### src/rtl/core/assert_macros.svh
// ----------------------------------------------------------------------------
// Assertion macros
// Shared concurrent assertion forms for the RTL in this folder.
// ----------------------------------------------------------------------------
`ifndef ASSERT_MACROS_SVH
`define ASSERT_MACROS_SVH

// Same-cycle implication, disabled while reset is high.
`define IWEB_ASSERT_IMP(label, clk, rst, ante, cons) \
  label: assert property (@(posedge clk) disable iff (rst) (ante) |-> (cons)) \
    else $error("assertion failed: same-cycle implication");

// Next-cycle implication, disabled while reset is high.
`define IWEB_ASSERT_NXT(label, clk, rst, ante, cons) \
  label: assert property (@(posedge clk) disable iff (rst) (ante) |=> (cons)) \
    else $error("assertion failed: next-cycle implication");

`endif

### src/rtl/core/iweb_pkg.sv
// ----------------------------------------------------------------------------
// iweb_pkg
// Shared widths, codes and control types of the eviction buffer.
// ----------------------------------------------------------------------------
`timescale 1ns / 1ps
`default_nettype none

package iweb_pkg;

  // Field widths of the request and response
  localparam int OP_W    = 2;
  localparam int PLD_W   = 32;
  localparam int IMPIN_W = 16;
  localparam int IMP_W   = 15;
  localparam int RIDX_W  = 4;
  localparam int CNTO_W  = 5;

  // Configuration
  localparam int CAP_W      = 5;
  localparam int APB_DATA_W = 32;
  localparam int APB_ADDR_W = 2;
  localparam logic [APB_ADDR_W-1:0] CAP_ADDR  = 2'd0;
  localparam logic [CAP_W-1:0]      CAP_RESET = 5'd16;

  localparam logic [IMP_W-1:0] IMP_MAX = 15'h7fff;

  // Parameter defaults
  localparam int DEF_MAX_ENTRIES  = 16;
  localparam int DEF_PAYLOAD_BITS = 32;

  typedef enum logic [OP_W-1:0] {
    OP_PUSH  = 2'd0,
    OP_READ  = 2'd1,
    OP_CLEAR = 2'd2,
    OP_NOP   = 2'd3
  } iweb_op_t;

  typedef enum logic [2:0] {
    ST_IDLE,
    ST_SCAN,
    ST_SCAN_TAIL,
    ST_SHIFT,
    ST_SHIFT_TAIL,
    ST_APPEND,
    ST_DONE
  } iweb_state_t;

  // Controller -> datapath
  typedef struct packed {
    logic accept;      // latch request fields
    logic pos_clr;     // restart the walk position
    logic issue;       // read store at walk position, advance
    logic proc_scan;   // fold returned word into victim search
    logic proc_shift;  // move returned word down / fold into min, max
    logic acc_init;    // min, max start from the new importance
    logic append;      // write new entry as newest
    logic load_out;    // load output register
  } iweb_cmd_t;

  // Datapath -> controller
  typedef struct packed {
    logic full;        // count has reached the capacity in use
    logic last_issue;  // walk position is the newest entry
    logic out_free;    // output register can take a result
  } iweb_sts_t;

endpackage

`default_nettype wire

### src/rtl/core/iweb_req_if.sv
// ----------------------------------------------------------------------------
// iweb_req_if
// Request channel: valid/ready handshake with opcode and entry fields.
// ----------------------------------------------------------------------------
`timescale 1ns / 1ps
`default_nettype none

interface iweb_req_if import iweb_pkg::*; ();
  logic                      valid;
  logic                      ready;
  logic [OP_W-1:0]           opcode;
  logic [PLD_W-1:0]          payload;
  logic signed [IMPIN_W-1:0] importance;
  logic [RIDX_W-1:0]         read_index;

  modport source (output valid, opcode, payload, importance, read_index, input ready);
  modport sink   (input valid, opcode, payload, importance, read_index, output ready);
endinterface

`default_nettype wire

### src/rtl/core/iweb_rsp_if.sv
// ----------------------------------------------------------------------------
// iweb_rsp_if
// Response channel: valid/ready handshake with read and status fields.
// ----------------------------------------------------------------------------
`timescale 1ns / 1ps
`default_nettype none

interface iweb_rsp_if import iweb_pkg::*; ();
  logic               valid;
  logic               ready;
  logic [PLD_W-1:0]   read_payload;
  logic [IMP_W-1:0]   read_importance;
  logic               read_valid;
  logic               evicted;
  logic [CNTO_W-1:0]  entry_count;
  logic [IMP_W-1:0]   min_importance;
  logic [IMP_W-1:0]   max_importance;
  logic [PLD_W-1:0]   newest_payload;

  modport source (output valid, read_payload, read_importance, read_valid, evicted,
                  entry_count, min_importance, max_importance, newest_payload,
                  input ready);
  modport sink   (input valid, read_payload, read_importance, read_valid, evicted,
                  entry_count, min_importance, max_importance, newest_payload,
                  output ready);
endinterface

`default_nettype wire

### src/rtl/core/iweb_cfg.sv
// ----------------------------------------------------------------------------
// iweb_cfg
// APB register block holding the capacity in use.
// ----------------------------------------------------------------------------
`timescale 1ns / 1ps
`default_nettype none

module iweb_cfg import iweb_pkg::*; (
  input  logic                  clk,
  input  logic                  rst,
  input  logic                  psel,
  input  logic                  penable,
  input  logic                  pwrite,
  input  logic [APB_ADDR_W-1:0] paddr,
  input  logic [APB_DATA_W-1:0] pwdata,
  output logic [APB_DATA_W-1:0] prdata,
  output logic                  pready,
  output logic [CAP_W-1:0]      cap
);

  logic wr_cap;

  assign pready = 1'b1;
  assign wr_cap = psel && penable && pwrite && (paddr == CAP_ADDR);

  always_ff @(posedge clk) begin
    if (rst) begin
      cap <= CAP_RESET;
    end else if (wr_cap) begin
      cap <= pwdata[CAP_W-1:0];
    end
  end

  assign prdata = (paddr == CAP_ADDR) ? APB_DATA_W'(cap) : '0;

endmodule

`default_nettype wire

### src/rtl/core/iweb_ctrl.sv
// ----------------------------------------------------------------------------
// iweb_ctrl
// Sequencer: decodes a request and steps the datapath through the search,
// shift and append phases of an eviction.
// ----------------------------------------------------------------------------
`timescale 1ns / 1ps
`default_nettype none

module iweb_ctrl import iweb_pkg::*; (
  input  logic        clk,
  input  logic        rst,
  input  logic        req_valid,
  input  iweb_op_t    req_op,
  output logic        req_ready,
  input  iweb_sts_t   sts,
  output iweb_cmd_t   cmd
);

  iweb_state_t state, state_next;

  always_ff @(posedge clk) begin
    if (rst) begin
      state <= ST_IDLE;
    end else begin
      state <= state_next;
    end
  end

  always_comb begin
    state_next = state;
    case (state)
      ST_IDLE: begin
        if (req_valid) begin
          if (req_op == OP_PUSH) begin
            state_next = sts.full ? ST_SCAN : ST_APPEND;
          end else begin
            state_next = ST_DONE;
          end
        end
      end
      ST_SCAN: begin
        if (sts.last_issue) begin
          state_next = ST_SCAN_TAIL;
        end
      end
      ST_SCAN_TAIL:  state_next = ST_SHIFT;
      ST_SHIFT: begin
        if (sts.last_issue) begin
          state_next = ST_SHIFT_TAIL;
        end
      end
      ST_SHIFT_TAIL: state_next = ST_APPEND;
      ST_APPEND:     state_next = ST_DONE;
      ST_DONE: begin
        if (sts.out_free) begin
          state_next = ST_IDLE;
        end
      end
      default:       state_next = ST_IDLE;
    endcase
  end

  always_comb begin
    cmd       = '0;
    req_ready = 1'b0;
    case (state)
      ST_IDLE: begin
        req_ready   = 1'b1;
        cmd.accept  = req_valid;
        cmd.pos_clr = req_valid;
      end
      ST_SCAN: begin
        cmd.issue     = 1'b1;
        cmd.proc_scan = 1'b1;
      end
      ST_SCAN_TAIL: begin
        cmd.proc_scan = 1'b1;
        cmd.pos_clr   = 1'b1;
        cmd.acc_init  = 1'b1;
      end
      ST_SHIFT: begin
        cmd.issue      = 1'b1;
        cmd.proc_shift = 1'b1;
      end
      ST_SHIFT_TAIL: cmd.proc_shift = 1'b1;
      ST_APPEND:     cmd.append     = 1'b1;
      ST_DONE:       cmd.load_out   = sts.out_free;
      default:       cmd            = '0;
    endcase
  end

endmodule

`default_nettype wire

### src/rtl/core/iweb_dp.sv
// ----------------------------------------------------------------------------
// iweb_dp
// Datapath: entry stores kept in age order, walk counter, victim search,
// min/max accumulators and the output register.
// ----------------------------------------------------------------------------
`timescale 1ns / 1ps
`default_nettype none

module iweb_dp import iweb_pkg::*; #(
  parameter int MAX_ENTRIES  = DEF_MAX_ENTRIES,
  parameter int PAYLOAD_BITS = DEF_PAYLOAD_BITS
) (
  input  logic             clk,
  input  logic             rst,
  input  logic [CAP_W-1:0] cap,
  iweb_req_if.sink         req,
  iweb_rsp_if.source       rsp,
  input  iweb_cmd_t        cmd,
  output iweb_sts_t        sts
);

  localparam int IDX_W = (MAX_ENTRIES > 1) ? $clog2(MAX_ENTRIES) : 1;
  localparam int CNT_W = $clog2(MAX_ENTRIES + 1);
  localparam int SB    = (PAYLOAD_BITS > PLD_W) ? PLD_W : PAYLOAD_BITS;
  localparam int HW    = CNT_W + RIDX_W;

  function automatic logic [IMP_W-1:0] imp_mag(input logic signed [IMPIN_W-1:0] v);
    logic [IMPIN_W-1:0] n;
    begin
      if (v[IMPIN_W-1]) begin
        n = $unsigned(~v) + {{(IMPIN_W-1){1'b0}}, 1'b1};
      end else begin
        n = $unsigned(v);
      end
      // most negative input saturates
      imp_mag = n[IMPIN_W-1] ? IMP_MAX : n[IMP_W-1:0];
    end
  endfunction

  // stores, position 0 is the oldest entry
  logic [IMP_W-1:0] imp_mem [MAX_ENTRIES];
  logic [SB-1:0]    pld_mem [MAX_ENTRIES];

  logic [CNT_W-1:0] count;
  logic [CNT_W-1:0] eff_cap;
  logic [IDX_W-1:0] pos;
  logic             sv;
  logic [IDX_W-1:0] sv_pos;
  logic [IMP_W-1:0] rd_imp;
  logic [SB-1:0]    rd_pld;

  logic             rd_en;
  logic [IDX_W-1:0] rd_addr;
  logic             wr_en;
  logic [IDX_W-1:0] wr_addr;
  logic [IMP_W-1:0] wr_imp;
  logic [SB-1:0]    wr_pld;

  iweb_op_t         op;
  logic [IMP_W-1:0] new_imp;
  logic [SB-1:0]    new_pld;
  logic             full_hold;
  logic             hit;
  logic             evict_flag;
  logic [IMP_W-1:0] best;
  logic [IDX_W-1:0] victim;
  logic [IMP_W-1:0] min_imp;
  logic [IMP_W-1:0] max_imp;
  logic [SB-1:0]    newest;
  logic             out_valid;
  logic             shift_wr;
  logic             nonempty;

  // capacity in use, zero acts as one, clipped to the store depth
  always_comb begin
    if (cap == '0) begin
      eff_cap = CNT_W'(1);
    end else if (32'(cap) > 32'(MAX_ENTRIES)) begin
      eff_cap = CNT_W'(MAX_ENTRIES);
    end else begin
      eff_cap = CNT_W'(cap);
    end
  end

  assign sts.full       = (count >= eff_cap);
  assign sts.last_issue = (CNT_W'(pos) == CNT_W'(count - 1'b1));
  assign sts.out_free   = !out_valid || rsp.ready;

  // store ports
  assign rd_en    = (cmd.accept && (req.opcode == OP_READ)) || cmd.issue;
  assign rd_addr  = cmd.issue ? pos : IDX_W'(req.read_index);
  assign shift_wr = cmd.proc_shift && sv && (sv_pos > victim);
  assign wr_en    = cmd.append || shift_wr;
  assign wr_imp   = cmd.append ? new_imp : rd_imp;
  assign wr_pld   = cmd.append ? new_pld : rd_pld;

  always_comb begin
    if (cmd.append) begin
      wr_addr = full_hold ? IDX_W'(count - 1'b1) : IDX_W'(count);
    end else begin
      wr_addr = sv_pos - 1'b1;
    end
  end

  always_ff @(posedge clk) begin
    if (wr_en) begin
      imp_mem[wr_addr] <= wr_imp;
      pld_mem[wr_addr] <= wr_pld;
    end
    if (rd_en) begin
      rd_imp <= imp_mem[rd_addr];
      rd_pld <= pld_mem[rd_addr];
    end
  end

  // walk position and read-return tracking
  always_ff @(posedge clk) begin
    if (rst) begin
      sv <= 1'b0;
    end else begin
      sv <= cmd.issue;
    end
    sv_pos <= pos;
    if (cmd.pos_clr) begin
      pos <= '0;
    end else if (cmd.issue) begin
      pos <= pos + 1'b1;
    end
  end

  always_ff @(posedge clk) begin
    if (rst) begin
      count <= '0;
    end else if (cmd.accept && (req.opcode == OP_CLEAR)) begin
      count <= '0;
    end else if (cmd.append && !full_hold) begin
      count <= CNT_W'(count + 1'b1);
    end
  end

  // request latch, victim search, min/max
  always_ff @(posedge clk) begin
    if (cmd.accept) begin
      op         <= iweb_op_t'(req.opcode);
      new_imp    <= imp_mag(req.importance);
      new_pld    <= SB'(req.payload);
      full_hold  <= sts.full;
      hit        <= HW'(req.read_index) < HW'(count);
      evict_flag <= 1'b0;
      best       <= IMP_MAX;
      victim     <= '0;
    end else if (cmd.proc_scan && sv && (rd_imp < best)) begin
      // strict compare keeps the oldest on ties
      best   <= rd_imp;
      victim <= sv_pos;
    end else if (cmd.append) begin
      evict_flag <= full_hold;
    end

    if (cmd.acc_init) begin
      min_imp <= new_imp;
      max_imp <= new_imp;
    end else if (cmd.proc_shift && sv && (sv_pos != victim)) begin
      if (rd_imp < min_imp) min_imp <= rd_imp;
      if (rd_imp > max_imp) max_imp <= rd_imp;
    end else if (cmd.append) begin
      if (!full_hold && (count == '0)) begin
        min_imp <= new_imp;
        max_imp <= new_imp;
      end else begin
        if (new_imp < min_imp) min_imp <= new_imp;
        if (new_imp > max_imp) max_imp <= new_imp;
      end
    end

    if (cmd.append) begin
      newest <= new_pld;
    end
  end

  // output register
  assign nonempty = (count != '0);

  always_ff @(posedge clk) begin
    if (rst) begin
      out_valid <= 1'b0;
    end else if (cmd.load_out) begin
      out_valid <= 1'b1;
    end else if (rsp.ready) begin
      out_valid <= 1'b0;
    end
  end

  always_ff @(posedge clk) begin
    if (cmd.load_out) begin
      rsp.read_payload    <= ((op == OP_READ) && hit) ? PLD_W'(rd_pld) : '0;
      rsp.read_importance <= ((op == OP_READ) && hit) ? rd_imp : '0;
      rsp.read_valid      <= (op == OP_READ) && hit;
      rsp.evicted         <= (op == OP_PUSH) && evict_flag;
      rsp.entry_count     <= CNTO_W'(count);
      rsp.min_importance  <= nonempty ? min_imp : '0;
      rsp.max_importance  <= nonempty ? max_imp : '0;
      rsp.newest_payload  <= nonempty ? PLD_W'(newest) : '0;
    end
  end

  assign rsp.valid = out_valid;

endmodule

`default_nettype wire

### src/rtl/core/importance_weighted_eviction_buffer_core.sv
// ----------------------------------------------------------------------------
// importance_weighted_eviction_buffer_core
// A store of up to MAX_ENTRIES payload words kept oldest first, each with an
// unsigned Q7.8 importance (the magnitude of the pushed value, the most
// negative code saturating to the largest). Requests: push, read by age
// position, clear; each request returns exactly one response carrying the
// read fields plus count, min/max importance and newest payload. Once the
// count reaches the capacity register (zero acts as one), a push evicts the
// least important entry, oldest on ties. From accept to response, read,
// clear and no-op go straight to the response state; a push into free
// space appends first; an evicting push walks the single read port of the
// store once to find the victim and once to close the gap, then appends.
// One request is in flight at a time; a new one is taken while the previous
// response still waits in the output register.
// Capacity sits at APB byte address 0, reset value 16.
// ----------------------------------------------------------------------------
`timescale 1ns / 1ps
`default_nettype none

`include "assert_macros.svh"

module importance_weighted_eviction_buffer_core import iweb_pkg::*; #(
  parameter int MAX_ENTRIES  = DEF_MAX_ENTRIES,
  parameter int PAYLOAD_BITS = DEF_PAYLOAD_BITS
) (
  input  logic                  clk,
  input  logic                  rst,
  // configuration
  input  logic                  psel,
  input  logic                  penable,
  input  logic                  pwrite,
  input  logic [APB_ADDR_W-1:0] paddr,
  input  logic [APB_DATA_W-1:0] pwdata,
  output logic [APB_DATA_W-1:0] prdata,
  output logic                  pready,
  // request / response channels
  iweb_req_if.sink              req,
  iweb_rsp_if.source            rsp
);

  logic [CAP_W-1:0] cap;
  iweb_cmd_t        cmd;
  iweb_sts_t        sts;
  logic             ctrl_ready;

  iweb_cfg u_cfg (
    .clk     (clk),
    .rst     (rst),
    .psel    (psel),
    .penable (penable),
    .pwrite  (pwrite),
    .paddr   (paddr),
    .pwdata  (pwdata),
    .prdata  (prdata),
    .pready  (pready),
    .cap     (cap)
  );

  // Sequencer: one request at a time, IDLE is the only state that takes one
  iweb_ctrl u_ctrl (
    .clk       (clk),
    .rst       (rst),
    .req_valid (req.valid),
    .req_op    (iweb_op_t'(req.opcode)),
    .req_ready (ctrl_ready),
    .sts       (sts),
    .cmd       (cmd)
  );

  assign req.ready = ctrl_ready;

  // Stores, walk counter, search and the output register
  iweb_dp #(
    .MAX_ENTRIES  (MAX_ENTRIES),
    .PAYLOAD_BITS (PAYLOAD_BITS)
  ) u_dp (
    .clk (clk),
    .rst (rst),
    .cap (cap),
    .req (req),
    .rsp (rsp),
    .cmd (cmd),
    .sts (sts)
  );

  // An accepted request holds off the next one in the following cycle
  `IWEB_ASSERT_NXT(a_one_in_flight, clk, rst, req.valid && req.ready, !req.ready)

  // Reported range is ordered
  `IWEB_ASSERT_IMP(a_min_le_max, clk, rst, rsp.valid,
                   rsp.min_importance <= rsp.max_importance)

  // An empty store reports no range and no newest word
  `IWEB_ASSERT_IMP(a_empty_status, clk, rst,
                   rsp.valid && (rsp.entry_count == '0) && (MAX_ENTRIES < 32),
                   (rsp.min_importance == '0) && (rsp.max_importance == '0) &&
                   (rsp.newest_payload == '0))

endmodule

`default_nettype wire
### src/flat_wrapper.sv
// flat-port wrapper written by rule: the top's interface ports become plain ports
module importance_weighted_eviction_buffer_core_flat import iweb_pkg::*;
#(
  parameter int MAX_ENTRIES  = DEF_MAX_ENTRIES,
  parameter int PAYLOAD_BITS = DEF_PAYLOAD_BITS
)
  (clk, rst, psel, penable, pwrite, paddr, pwdata, prdata, pready, req_valid, req_opcode, req_payload, req_importance, req_read_index, req_ready, rsp_valid, rsp_read_payload, rsp_read_importance, rsp_read_valid, rsp_evicted, rsp_entry_count, rsp_min_importance, rsp_max_importance, rsp_newest_payload, rsp_ready);
  iweb_req_if req_i ();
  iweb_rsp_if rsp_i ();
  input  logic clk;
  input  logic rst;
  input  logic psel;
  input  logic penable;
  input  logic pwrite;
  input  logic [APB_ADDR_W-1:0] paddr;
  input  logic [APB_DATA_W-1:0] pwdata;
  output logic [APB_DATA_W-1:0] prdata;
  output logic pready;
  input wire logic [$bits(req_i.valid)-1:0] req_valid;
  input wire logic [$bits(req_i.opcode)-1:0] req_opcode;
  input wire logic [$bits(req_i.payload)-1:0] req_payload;
  input wire logic [$bits(req_i.importance)-1:0] req_importance;
  input wire logic [$bits(req_i.read_index)-1:0] req_read_index;
  output wire logic [$bits(req_i.ready)-1:0] req_ready;
  output wire logic [$bits(rsp_i.valid)-1:0] rsp_valid;
  output wire logic [$bits(rsp_i.read_payload)-1:0] rsp_read_payload;
  output wire logic [$bits(rsp_i.read_importance)-1:0] rsp_read_importance;
  output wire logic [$bits(rsp_i.read_valid)-1:0] rsp_read_valid;
  output wire logic [$bits(rsp_i.evicted)-1:0] rsp_evicted;
  output wire logic [$bits(rsp_i.entry_count)-1:0] rsp_entry_count;
  output wire logic [$bits(rsp_i.min_importance)-1:0] rsp_min_importance;
  output wire logic [$bits(rsp_i.max_importance)-1:0] rsp_max_importance;
  output wire logic [$bits(rsp_i.newest_payload)-1:0] rsp_newest_payload;
  input wire logic [$bits(rsp_i.ready)-1:0] rsp_ready;
  assign req_i.valid = req_valid;
  assign req_i.opcode = req_opcode;
  assign req_i.payload = req_payload;
  assign req_i.importance = req_importance;
  assign req_i.read_index = req_read_index;
  assign req_ready = req_i.ready;
  assign rsp_valid = rsp_i.valid;
  assign rsp_read_payload = rsp_i.read_payload;
  assign rsp_read_importance = rsp_i.read_importance;
  assign rsp_read_valid = rsp_i.read_valid;
  assign rsp_evicted = rsp_i.evicted;
  assign rsp_entry_count = rsp_i.entry_count;
  assign rsp_min_importance = rsp_i.min_importance;
  assign rsp_max_importance = rsp_i.max_importance;
  assign rsp_newest_payload = rsp_i.newest_payload;
  assign rsp_i.ready = rsp_ready;
  importance_weighted_eviction_buffer_core #(.MAX_ENTRIES(MAX_ENTRIES), .PAYLOAD_BITS(PAYLOAD_BITS)) u_core (.clk(clk), .rst(rst), .psel(psel), .penable(penable), .pwrite(pwrite), .paddr(paddr), .pwdata(pwdata), .prdata(prdata), .pready(pready), .req(req_i), .rsp(rsp_i));
endmodule
### config.mk
export PLATFORM = sky130hd
export DESIGN_NAME = importance_weighted_eviction_buffer_core_flat
export DESIGN_NICKNAME = d
export VERILOG_FILES = /design/src/rtl/core/iweb_pkg.sv /design/src/rtl/core/iweb_req_if.sv /design/src/rtl/core/iweb_rsp_if.sv /design/src/rtl/core/iweb_cfg.sv /design/src/rtl/core/iweb_ctrl.sv /design/src/rtl/core/iweb_dp.sv /design/src/rtl/core/importance_weighted_eviction_buffer_core.sv /design/src/flat_wrapper.sv
export VERILOG_INCLUDE_DIRS = /design/src /design/src/rtl/core
export SDC_FILE = /design/constraint.sdc
export NUM_CORES = 1
export LEC_CHECK = 0
export BUFFER_PORTS_ARGS = -buffer_cell sky130_fd_sc_hd__clkbuf_2
export CAP_MARGIN = 20
export CELL_PAD_IN_SITES_DETAIL_PLACEMENT = 2
export CELL_PAD_IN_SITES_GLOBAL_PLACEMENT = 2
export CORE_UTILIZATION = 41
export CTS_CLUSTER_SIZE = 8
export DETAILED_ROUTE_END_ITERATION = 8
export PLACE_DENSITY = 0.76
export SYNTH_ARGS = -nofsm -noshare
export SYNTH_HDL_FRONTEND = slang
export SYNTH_SLANG_ARGS = --single-unit
### constraint.sdc
create_clock -name clk -period 7.8 [get_ports clk]
set_input_delay 1.56 -clock clk [delete_from_list [all_inputs] [get_ports clk]]
set_output_delay 1.56 -clock clk [all_outputs]
set_load 0.1 [all_outputs]
==> out/summary.txt, run 1 <==
largest net degree at the start of global routing -> 133
asr flop ratio synth -> 0
number of nets in the layout -> 3115
starting DRC count in detailed routing -> 1937
busiest grt layer -> met2
routed wire length -> 136300 um
period utilization -> 0.5398
Synth area leader -> edfxtp_1
total CTS buffers -> 152
GP Congestion -> 0.7889
post-place setup slack -> 3241 ps
sequential share of the synthesized area -> 0.7399
setup TNS -> 0 ps
initial core utilization -> 0.4138
VDD IR-drop max -> 0.2297 mV
total power draw -> 17040 uW
Post-DRT Antenna Nets -> 0
most frequent cells in the layout -> edfxtp_1 (1028), nand2_1 (388), clkbuf_2 (190), clkbuf_16 (155), nand3_1 (111)
Area Overhead vs Synth -> 16.07%
Final Hold Viols -> 0
RSZ-0062 raised after global routing -> no
Worst Skew -> 30.29 ps
M2 GR Usage -> 0.4649
Worst path slowest cell -> buf_4
# fillers -> 9602
Max Slew Vio Count -> 0
vias in the first global route -> 28370
Pre-antenna DRT Iters -> 5
Relative slew margins -> 0.2194
run status -> finished clean
Cell variety after synth -> 57
finished layout cell area -> 49780 um^2
area share of the largest cell type after synthesis -> 0.7198
slew of the pin with the lowest slew margin -> 1171 ps
max incr delay on CP -> 880 ps
GRT Residual Overflow -> 0
initial antenna violation count -> 4
data required time of the worst path -> 8150 ps
global-route usage over all layers -> 0.2581
Die ar. -> 105900 um^2
Mapped Avg Cell Area -> 16.06 um^2
Post-DP Area -> 45480 um^2
Main synth FF type -> edfxtp_1
HP Class -> reg2reg
GR Util met1 -> 0.3118
fmax -> 237.5 MHz
met3 Usage GRT -> 0.04098
setup bufs post-CTS -> 0
root buf cell -> clkbuf_16
Rows -> 118
YS warnings -> 0
worst-path maximum fanout -> 47
vias per cell -> 5.819
critical path launch point type -> register
Setup violations, final -> 0
Leakage Power -> 0.01743 uW
die width -> 325.4 um
DIE HEIGHT -> 325.4 um
register bit count reported by yosys -> 1071
clk_lat worst skew -> 750 ps
Crit Path Category -> reg2reg
share of cells above drive strength 1 -> 0.2010
wire length per cell -> 31.29 um
crit path cell chain -> nor2b_1 -> nand2_1 -> o21ai_0 -> nand4_1 -> nor2_4 -> buf_4
most common cell after layout, fill and taps aside -> edfxtp_1
post-CTS sizing -> 0
first-pass GRT wire length -> 198200 um
Critical Path End Type -> register
pwr dens -> 342.3 nW/um^2
vias -> 25360
Cells after Synth -> 2670
clock-pin slew on the worst setup and hold paths -> 50 ps
drt drc -> 0
H-tree levels -> 4
I/O pins -> 246
Post-synth EDFFs -> 1028
Syn Std Cell Area -> 42880 um^2
post-cts hold buffer count -> 0
core area -> 103600 um^2
Tmin final -> 4211 ps
CTS sink count -> 1071
TritonCTS clock tree -> done
CTS Buffer Depth -> 3
Worst Slack Setup Final -> 3589 ps
critical path arrival -> 4560 ps
Port Buffers -> 190
max_cap viols -> 0
HPWL Detailed -> 74220 um
top cells by area, synth -> edfxtp_1 (72%), mux4_2 (4.9%), nand2_1 (3.4%)
[logic make-up (layout without fill, tap and decap cells)]
logic type,count (synthesis),count (layout),share of synthesized area
and+or+nand+nor,815,815,0.08736
AOI/OAI and AO/OA,238,238,0.03880
muxes,211,211,0.07846
xor gates and xnor gates,23,23,0.004697
buffers and inverters,221,500,0.02463
DFF,1071,1071,0.7399
adders and majority gates,89,89,0.02597
other,2,30,0.0001751
[sequential cells by signal, summed over array words and instances (netlist names), 32 cells and up]
signal                          count
u_core.u_dp.imp_mem               240
u_core.u_dp.new_pld                32
u_core.u_dp.newest                 32
u_core.u_dp.pld_mem               512
u_core.u_dp.rd_pld                 32
u_core.u_dp.rsp.newest_payload     32
u_core.u_dp.rsp.read_payload       32
[layout make-up]
| class | count | area [um^2] | share of cell area |
|---|---|---|---|
| Multi-Input combinational cell | 1404 | 10470 | 0.2104 |
| Timing Repair Buffer | 238 | 1385 | 0.02783 |
| Sequential cell | 1071 | 31730 | 0.6375 |
| Clock buffer | 185 | 3991 | 0.08019 |
| Tap cell | 1380 | 1727 | 0.03469 |
| Antenna cell | 2 | 5.005 | 0.0001005 |
| Inverter | 64 | 244.0 | 0.004902 |
| Clock inverter | 13 | 219.0 | 0.004399 |
[through the flow]
stage,cells,util,hold WS (ps)
2_1_floorplan,2696,-,350.2
4_1_cts,4352,0.4795,460.0
5_1_grt,4355,0.4802,467.6
3_3_place_gp,4153,0.4388,431.9
6_report,4357,0.4803,451.2
3_5_place_dp,4154,0.4389,435.1
[power by group]
part	leakage (uW)	total, uW	internal, uW	switching (uW)
logic	0.00571	3460	949	2510
registers	0.00968	7530	7220	305
clock network	0.00204	6040	3570	2480
[metal layers]
layer  vias to the layer above  wire length, um
met5                         -               12
met4                         2             4141
met3                       269             6046
met2                       820            72040
met1                     13610            54080
li1                      10660                -
[synthesized netlist by cell type, types with 3 or more instances]
library cell     n
edfxtp_1      1028
nand2_1        388
nand3_1        111
nor2_1         101
mux4_2          94
ha_1            89
and2_1          85
clkbuf_1        78
nand4_1         70
inv_1           63
mux2_2          61
mux2i_1         56
a22oi_1         48
a32oi_1         47
dfxtp_1         43
a21oi_1         40
o21ai_0         36
buf_4           35
buf_2           28
nor3_1          16
a31oi_1         15
a21o_1          13
nand2b_1        13
xor2_1          13
xnor2_1         10
buf_1            8
buf_6            8
nor2b_1          7
o31ai_1          6
nand3b_1         5
a2111oi_0        4
a221oi_1         4
o211ai_1         4
o21a_1           4
or3_1            4
a211o_1          3
nor3b_1          3
o21bai_1         3
[worst max-delay path: cells and delay by family (launching register included)]
family / cells / cell delay (ps)
buf+inv: 1 / 880
flops: 1 / 740
simple gates: 4 / 1620
compound gates: 1 / 500
[path summary, 6_finish.rpt]
kind	from	endpoint	slack (ps)	cells after the start
worst min-delay path	u_core.u_dp.new_pld[29]	u_core.u_dp.newest[29]	450	0
worst max-delay path	u_core.u_ctrl.state[2]	u_core.u_dp.pld_mem[8][15]	3590	6
worst min register to register	u_core.u_dp.new_pld[29]	u_core.u_dp.newest[29]	450	0
worst max register to register	u_core.u_ctrl.state[2]	u_core.u_dp.pld_mem[8][15]	3590	6
Note: power is estimated with default switching activity, not from simulation.
==> run 2, diff against run 1 <==
--- a/config.mk
+++ b/config.mk
@@ -6,14 +6,15 @@
 export SDC_FILE = /design/constraint.sdc
 export NUM_CORES = 1
 export LEC_CHECK = 0
+export ABC_AREA = 1
 export BUFFER_PORTS_ARGS = -buffer_cell sky130_fd_sc_hd__clkbuf_2
 export CAP_MARGIN = 20
 export CELL_PAD_IN_SITES_DETAIL_PLACEMENT = 2
 export CELL_PAD_IN_SITES_GLOBAL_PLACEMENT = 2
-export CORE_UTILIZATION = 41
+export CORE_UTILIZATION = 42
 export CTS_CLUSTER_SIZE = 8
 export DETAILED_ROUTE_END_ITERATION = 8
-export PLACE_DENSITY = 0.76
+export PLACE_DENSITY = 0.79
 export SYNTH_ARGS = -nofsm -noshare
 export SYNTH_HDL_FRONTEND = slang
 export SYNTH_SLANG_ARGS = --single-unit
==> constraint.sdc (replaced) <==
create_clock -name clk -period 4 [get_ports clk]
set_input_delay 0.8 -clock clk [delete_from_list [all_inputs] [get_ports clk]]
set_output_delay 0.8 -clock clk [all_outputs]
set_load 0.1 [all_outputs]
==> out/summary.txt, run 2 <==
Main synth FF type -> edfxtp_1
first-pass GRT wire length -> 231600 um
vias -> 31570
Crit path max-delay family -> buffers and inverters
Tmin final -> 3423 ps
Port Buffers -> 190
data required time of the worst path -> 4360 ps
slew of the pin with the lowest slew margin -> 1047 ps
Syn Std Cell Area -> 44840 um^2
Die ar. -> 108100 um^2
most frequent cell after synthesis -> edfxtp_1
vias per cell -> 5.891
most frequent cells in the layout -> edfxtp_1 (1028), inv_1 (477), a21oi_1 (379), nand2_1 (372), o21ai_0 (326)
simple-gate share of the synthesized area -> 0.07327
GP Congestion -> 0.7921
core area -> 105600 um^2
wire length per cell -> 29.54 um
failing checks -> DRC
I/O pins -> 246
largest net degree at the start of global routing -> 143
crit path cell chain -> inv_1 -> nand2_1 -> nor2_4 -> buf_4 -> or2_2 -> o21ai_1 -> inv_1 -> nand3_1 -> nor2_4 -> buf_4
Worst Skew -> 40.27 ps
worst hold slack -> 217.8 ps
initial core utilization -> 0.4248
Mapped Avg Cell Area -> 12.24 um^2
VDD IR-drop max -> 0.4443 mV
Compound-Gate Fraction of Synth Area -> 0.1254
RR Endpoint -> u_core.u_dp.imp_mem[13][13]
DIE HEIGHT -> 328.8 um
Rows -> 119
starting DRC count in detailed routing -> 2846
Post-synth EDFFs -> 1028
Worst path slowest cell -> buf_4
Cells after Synth -> 3664
Area Overhead vs Synth -> 16.18%
Cell variety after synth -> 43
max_cap viols -> 0
GRT Residual Overflow -> 0
Setup violations, final -> 0
CTS sink count -> 1071
Max Slew Vio Count -> 0
routed wire length -> 158300 um
die width -> 328.8 um
worst-path maximum fanout -> 35
Pre-antenna DRT Iters -> 8
initial antenna violation count -> 0
R2R depth -> 10
CTS Buffer Depth -> 3
period utilization -> 0.8557
max incr delay on CP -> 600 ps
share of cells above drive strength 1 -> 0.1313
run status -> finished, violations left
Crit Path Category -> reg2reg
Synth Area in XOR/XNOR -> 0.0009766
Post-DRT Antenna Nets -> 0
Synth top cells by count -> edfxtp_1 (1028), inv_1 (481), a21oi_1 (379)
Relative slew margins -> 0.3018
H-tree levels -> 4
YS warnings -> 0
number of nets in the layout -> 4110
RR Startpoint -> u_core.u_ctrl.state[1]
Worst R2R Setup Slack -> 580 ps
Largest regs -> u_core.u_dp.pld_mem (512), u_core.u_dp.imp_mem (240)
area share of the largest cell type after synthesis -> 0.6884
critical path arrival -> 3780 ps
setup TNS -> 0 ps
root buf cell -> clkbuf_16
Final Hold Viols -> 0
Synth area leader -> edfxtp_1
clock-pin slew on the worst setup and hold paths -> 50 ps
TritonCTS clock tree -> done
mux cell area share after synthesis -> 0
Leakage Power -> 0.01966 uW
drt drc -> 15
Critical Path End Type -> register
most common cell after layout, fill and taps aside -> edfxtp_1
fmax -> 292.2 MHz
critical path launch point type -> register
RSZ-0062 raised after global routing -> no
top cells by area, synth -> edfxtp_1 (69%), a21oi_1 (4.2%), inv_1 (4.0%)
global-route usage over all layers -> 0.2930
Top reg by flops -> u_core.u_dp.pld_mem
Crit path depth -> 10
# diodes -> 0
max FFs per register -> 512
largest family of logic cells by synthesized area -> compound AO/OA/AOI/OAI gates
post-CTS sizing -> 0
Post-Synth Adder-Cell Area -> 0.02483
critical path startpoint -> u_core.u_ctrl.state[1]
vias in the first global route -> 35040
clk_lat worst skew -> 760 ps
sequential share of the synthesized area -> 0.7076
register bit count reported by yosys -> 1071
total CTS buffers -> 152
Critical Path End -> u_core.u_dp.imp_mem[13][13]
Bufs and invs on worst path -> 4
setup bufs post-CTS -> 0
HP Class -> in2reg
asr flop ratio synth -> 0
HPWL Detailed -> 87130 um
post-cts hold buffer count -> 0
pwr dens -> 769.6 nW/um^2
[run 2: through the flow]
step	area, um^2	utilization	cells	power (uW)	worst slack (ps)
after floorplan	44960	-	3690	23170	128.4
after global placement	47940	0.4541	5162	26710	895.8
after detailed placement	47940	0.4541	5162	27810	664.3
after CTS	52090	0.4935	5358	40200	560.1
after global routing	52100	0.4935	5359	41520	415.5
final	52100	0.4935	5359	40100	577.1
[run 2: routing by layer]
metal,global-route usage,up-vias,routed length (um)
met4,0.1394,0,6970
met3,0.04571,392,8165
li1,-,13530,-
met5,0,-,0
met2,0.5192,1217,82190
met1,0.3463,16430,61000
[run 2: worst reg2reg max path, delay by kind of cell, from the launching register on]
| family | cells | cell delay (ps) |
|---|---|---|
| buf+inv | 4 | 1380 |
| compound gates | 1 | 160 |
| flops | 1 | 360 |
| simple gates | 5 | 1140 |
[run 2: worst min-delay path by stage]
stage / start / to / slack (ps) / cells past startpoint
floorplan: u_core.u_dp.pos[3] / u_core.u_dp.sv_pos[3] / 380 / 0
global placement: u_core.u_dp.pos[3] / u_core.u_dp.sv_pos[3] / 410 / 0
detailed placement: u_core.u_dp.pos[3] / u_core.u_dp.sv_pos[3] / 400 / 0
CTS: req_payload[12] / u_core.u_dp.new_pld[12] / 170 / 1
global route: req_payload[5] / u_core.u_dp.new_pld[5] / 210 / 1
finish: req_payload[12] / u_core.u_dp.new_pld[12] / 220 / 1
[run 2: logic make-up (layout without fill, tap and decap cells)]
logic type / after synthesis / in the layout
XOR/XNOR: 5 / 5
AO/OA/AOI/OAI: 1014 / 1014
flip-flops: 1071 / 1071
other: 2 / 28
adder cells (fa/ha/maj): 89 / 89
buffers and inverters: 716 / 994
AND/OR/NAND/NOR: 767 / 767
[run 2: area by class of cell]
cell class	instances	area [um^2]
clock buffers	188	4034
fillers	10210	53470
repair buffers	314	2282
flip-flops and latches	1071	31730
inverters	484	1821
multi-input cells	1903	10370
well taps	1391	1740
clock inverters	8	120.1
[run 2: power by group]
group	leakage, uW	total [uW]	switching, uW	internal [uW]
Sequential	0.00968	15600	636	15000
Combinational	0.00797	12600	9610	3010
Clock	0.00201	11900	4920	6980
